<file path="config.mk">
export PLATFORM = sky130hd
export DESIGN_NAME = oir_ctrl
export DESIGN_NICKNAME = d
export VERILOG_FILES = /design/src/design/object_id_registry_assert.svh /design/src/design/oir_pkg.sv /design/src/design/oir_ctrl.sv
export SDC_FILE = /design/constraint.sdc
export NUM_CORES = 1
export LEC_CHECK = 0
export BUFFER_PORTS_ARGS = -buffer_cell sky130_fd_sc_hd__buf_2
export CAP_MARGIN = 5
export CELL_PAD_IN_SITES_DETAIL_PLACEMENT = 1
export CELL_PAD_IN_SITES_GLOBAL_PLACEMENT = 1
export CORE_AREA = 4 4 41 43
export DETAILED_ROUTE_END_ITERATION = 7
export DIE_AREA = 0 0 45 47
export GPL_ROUTABILITY_DRIVEN = 0
export PLACE_DENSITY_LB_ADDON = 0.1
export SETUP_SLACK_MARGIN = 0.02
export SLEW_MARGIN = 20
export SYNTH_ARGS = -nofsm -noshare
export SYNTH_HDL_FRONTEND = slang
export SYNTH_SLANG_ARGS = --single-unit
</file>
<file path="constraint.sdc">
create_clock -name clk -period 2.4 [get_ports clk]
set_input_delay 0.24 -clock clk [delete_from_list [all_inputs] [get_ports clk]]
set_output_delay 0.24 -clock clk [all_outputs]
set_load 0.01 [all_outputs]
</file>
<file path="src/design/object_id_registry_assert.svh">
`ifndef OBJECT_ID_REGISTRY_ASSERT_SVH
`define OBJECT_ID_REGISTRY_ASSERT_SVH

// same-cycle implication, checked on clk, off during reset
`define OIR_ASSERT_NOW(label, ante, cons, msg) \
	label: assert property (@(posedge clk) disable iff (!arst_n) (ante) |-> (cons)) \
		else $error(msg);

// next-cycle implication, checked on clk, off during reset
`define OIR_ASSERT_NEXT(label, ante, cons, msg) \
	label: assert property (@(posedge clk) disable iff (!arst_n) (ante) |=> (cons)) \
		else $error(msg);

`endif

</file>
<file path="src/design/oir_pkg.sv">
package oir_pkg;

	localparam int OIR_DEPTH    = 256;
	localparam int OIR_KEY_BITS = 32;

	localparam logic [1:0] FN_CHECKED   = 2'd0;
	localparam logic [1:0] FN_UNCHECKED = 2'd1;
	localparam logic [1:0] FN_LOOKUP    = 2'd2;

	typedef enum logic [1:0] {
		ST_FOUND     = 2'd0,
		ST_INSERTED  = 2'd1,
		ST_NOT_FOUND = 2'd2,
		ST_FULL      = 2'd3
	} status_t;

	typedef struct packed {
		logic load;
		logic scan;
		logic found;
		logic miss;
		logic append;
	} cmd_t;

	typedef struct packed {
		logic try_search;
		logic may_append;
		logic hit;
		logic scan_end;
	} stat_t;

endpackage

</file>
<file path="src/design/oir_ctrl.sv">
module oir_ctrl
	import oir_pkg::*;
(
	input  logic  clk,
	input  logic  arst_n,
	input  logic  start,
	input  stat_t stat,
	output cmd_t  cmd,
	output logic  busy,
	output logic  done
);

	typedef enum logic [3:0] {
		S_IDLE   = 4'b0001,
		S_SCAN   = 4'b0010,
		S_APPEND = 4'b0100,
		S_RESP   = 4'b1000
	} state_t;

	state_t state_q, state_d;

	always_comb begin
		state_d = state_q;
		cmd     = '0;
		unique case (state_q)
			S_IDLE: begin
				cmd.load = start;
				if (start) begin
					state_d = S_SCAN;
				end
			end
			S_SCAN: begin
				cmd.scan = stat.try_search;
				priority if (!stat.try_search) begin
					state_d = S_APPEND;
				end else if (stat.hit) begin
					cmd.found = 1'b1;
					state_d   = S_RESP;
				end else if (stat.scan_end) begin
					if (stat.may_append) begin
						state_d = S_APPEND;
					end else begin
						cmd.miss = 1'b1;
						state_d  = S_RESP;
					end
				end else begin
					state_d = S_SCAN;
				end
			end
			S_APPEND: begin
				cmd.append = 1'b1;
				state_d    = S_RESP;
			end
			S_RESP: begin
				state_d = S_IDLE;
			end
			default: begin
				state_d = S_IDLE;
			end
		endcase
	end

	always_ff @(posedge clk or negedge arst_n) begin
		if (!arst_n) begin
			state_q <= S_IDLE;
		end else begin
			state_q <= state_d;
		end
	end

	assign busy = (state_q != S_IDLE);
	assign done = (state_q == S_RESP);

endmodule

</file>
# Yosys cells after proc, flatten, opt, wreduce, memory -nomap -nowiden

Index checks and enable logic that the tools add are counted.

Word-level logic and storage cells: 21
Register bits after elaboration: 4

Mux-type cells: 14
Equal/unequal tests: 6

Operator list:

| operator             | number |
|---|---|
| $mux W4              | 5 |
| $pmux W4 S3          | 1 |
| $mux W1              | 6 |
| $eq A4 B1 Y1 const B | 1 |
| $eq A4 B2 Y1 const B | 1 |
| $eq A4 B3 Y1 const B | 1 |
| $eq A4 B4 Y1 const B | 1 |
| $ne A4 B1 Y1 const B | 1 |
| $mux W3              | 1 |
| $mux W2              | 1 |
| $ne A2 B2 Y1 const B | 1 |

# Logic depth before layout (Yosys ltp)

Depth in word-level cells: 5
Gate-level depth with buffers: 3
Depth with buffers taken out: 3

# Least setup slack after synthesis

OpenSTA, ideal clock, no wires.

Kind: flip-flop to output port
Start point: register state_q[3]
End point: output cmd[1] (netlist bit)
Stages on the path, launching flop included: 4
Path buffers: 0
Path slack: 1026 ps
Data required time: 2160 ps
Arrival time: 1134 ps
Path through: dfrtp_1 nor4b_4 nand2_2 nor4b_2

RTL lines:

| item                     | line           | source |
|---|---|---|
| start: declaration       | oir_ctrl.sv:20 | `state_t state_q, state_d;` |
| start signal: assignment | oir_ctrl.sv:67 | `state_q <= state_d;` |
| end: declaration         | oir_ctrl.sv:8  | `output cmd_t cmd,` |

==> results_dict.tcl <==
set metrics [dict create \
    status "complete, no violations" \
    dr_wl_met2_um 358 \
    layout_commonest_cell "buf_2" \
    num_antenna_cells 0 \
    grt_max_degree 8 \
    ir_worst_vdd_mv 0.2736 \
    clkPwrFrac_pct 26.8 \
    mostFrequentLayoutCells "13 x buf_2, 4 x inv_1, 3 x clkbuf_4, 3 x dfrtp_1" \
    period_share_pct 73.75 \
    grt_pass1_vias 303 \
    synth-edff-count 0 \
    final_nets 53 \
    clock_sinks 4 \
    routedWlPerCell_um 12.45 \
    max_freq_mhz 565.0 \
    track_usage_pct 8.716 \
    io_pins 14 \
    largest-register "state_q" \
    rsz0062_at_grt "no" \
    die_width_um 45 \
    cp.buffers_inverters 1 \
    worst_hold_path_type "input port to flop" \
    pwr-share-comb_pct 37.1 \
    arrival_ns 1.53 \
    routed.top_layer "met3" \
    dr_total_vias 276 \
    crit_slowest_cell "dfstp_2" \
    relSlewSlack_pct 72.43 \
    synthFlopType "dfrtp_1" \
    core_um2 1301 \
    grt_pass1_wl_um 1269 \
    dp_hpwl_um 636.6 \
    avgSynthCellArea_um2 10.29 \
    dieHeight_um 47 \
    reg_top3 "state_q x4" \
    drive_gt1_share_pct 48.89 \
    syn_to_final_growth_pct 43.24 \
    clock_latency_ns 0.24 \
    ant_nets 0 \
    synthesis.nets 34 \
    critPathMaxFanout 7 \
    ys.warnings.count 0 \
    p_switching_mw 0.1279 \
    antenna_found_initial 0 \
    setup-tns-final_ns 0 \
    max-clock-path-buffers 2 \
    path_clk_slew_ns 0.04 \
    start_util_pct 21.35 \
    hold_viol_final 0 \
    path_class "flop to output pin" \
    grt-ovfl-total 0 \
    internal-power_mw 0.2234 \
    leakagePower_nw 0.1982 \
    total_power_mw 0.3513 \
    path_cells "nor4b_1, and2_1, buf_2" \
    fp-row-count 13 \
    required_ns 2.16 \
    route.met3.wl_um 77 \
    drtIter0Drc 3 \
    cts_tree "done" \
    drv_slew 0 \
    synth_cells 27 \
    wl_met1_um 312 \
    nFillCells 169 \
    period_needed_ns 1.770 \
    routed_wl_um 747 \
    drc_errors 0 \
    power_frac_seq_pct 36.0 \
    port-buffer-count 13 \
    cts-root-buf "clkbuf_4" \
    max-cap-violations 0 \
    switching_share_pct 36.41 \
    yosysSeqAreaShare_pct 36.49 \
    worst_hold_slack_ns 0.2702 \
    synthesis.area_um2 277.8 \
    ys_types 20 \
    fin_skew_ns 0.001530 \
    avgViaCountPerCell 4.600 \
    largest_register_ffs 4 \
    synthArstFlopShare_pct 100.0 \
    cts_buffers 3 \
    cpPeakStageDelay_ns 0.60 \
    powerDensity_nw_per_um2 882.9 \
    worst_setup_path_start_kind "flop" \
    finish.utilization_pct 30.58 \
    dieArea_um2 2115 \
    synth-seq-cells 4 \
    setup_viol 0 \
    dr.pass1.iters 4 \
    worstMarginPinSlew_ns 0.4078 \
    critical-path-top-delay-family "flip-flops" \
    h-tree-depth 1 \
    cp-end-kind "output pin" \
]
-- worst reg2reg max path, stage by stage (launching register included) --
cell      delay [ns]
dfstp_2         0.60
and2b_2         0.24
o311ai_2        0.26
nor2_1          0.08
-- final cells by class --
class / count / area, µm² / share of cell area (%)
clock buffer: 4 / 26.28 / 6.604
inverter: 4 / 15.01 / 3.774
multi-input combinational: 19 / 161.4 / 40.57
sequential: 4 / 101.3 / 25.47
tap: 15 / 18.77 / 4.717
timing repair buffer: 14 / 75.07 / 18.87
-- power groups by stage --
stage | clock network (mW) | logic, mW | registers [mW]
CTS | 0.101 | 0.134 | 0.127
finish | 0.0942 | 0.130 | 0.127
detailed placement | 0 | 0.133 | 0.128
global route | 0.102 | 0.142 | 0.133
floorplan | 0 | 0.0902 | 0.119
global placement | 0 | 0.132 | 0.124
-- metal layers --
metal	track usage [%]	up-vias
met2	14.12	11
met5	0	-
met4	3.509	0
met3	5.747	0
met1	8.945	128
li1	-	137
-- synthesized netlist by cell type, types with 2 or more instances --
cell type | n | share of area (%)
dfrtp_1 | 3 | 27
inv_1 | 4 | 5.4
nor4b_1 | 2 | 6.3
nor2_1 | 2 | 2.7
-- stage by stage --
| step | setup slack, ns | cell area, µm² | std cells |
|---|---|---|---|
| floorplan | 1.026 | 277.8 | 27 |
| global placement | 0.8770 | 361.6 | 55 |
| detailed placement | 0.8472 | 361.6 | 55 |
| CTS | 0.5834 | 397.9 | 60 |
| global route | 0.4781 | 397.9 | 60 |
| finish | 0.6301 | 397.9 | 60 |
-- kinds of logic after synthesis --
kind of cell | Yosys count | synth area share [%]
simple gates | 13 | 41.00
compound gates | 6 | 17.12
flops | 4 | 36.49
buf+inv | 4 | 5.404
-- repair_timing --
action | CTS | global route
hold endpoints to repair | 4 | 0
buffers inserted | 0 | 0
resized for setup | 0 | 0
hold buffers | 1 | 0
-- worst paths after layout --
check | startpoint | slack (ns) | cells past startpoint | to
max | state_q[0] | 0.63 | 3 | cmd[4]
max reg2reg | state_q[0] | 1.10 | 3 | state_q[1]
max in group asynchronous | arst_n | 1.86 | 2 | state_q[0]
min in group asynchronous | arst_n | 0.33 | 2 | state_q[2]
min reg2reg | state_q[1] | 0.60 | 1 | state_q[0]
min | stat[3] | 0.27 | 2 | state_q[2]
(Power assumes the default switching activity.)
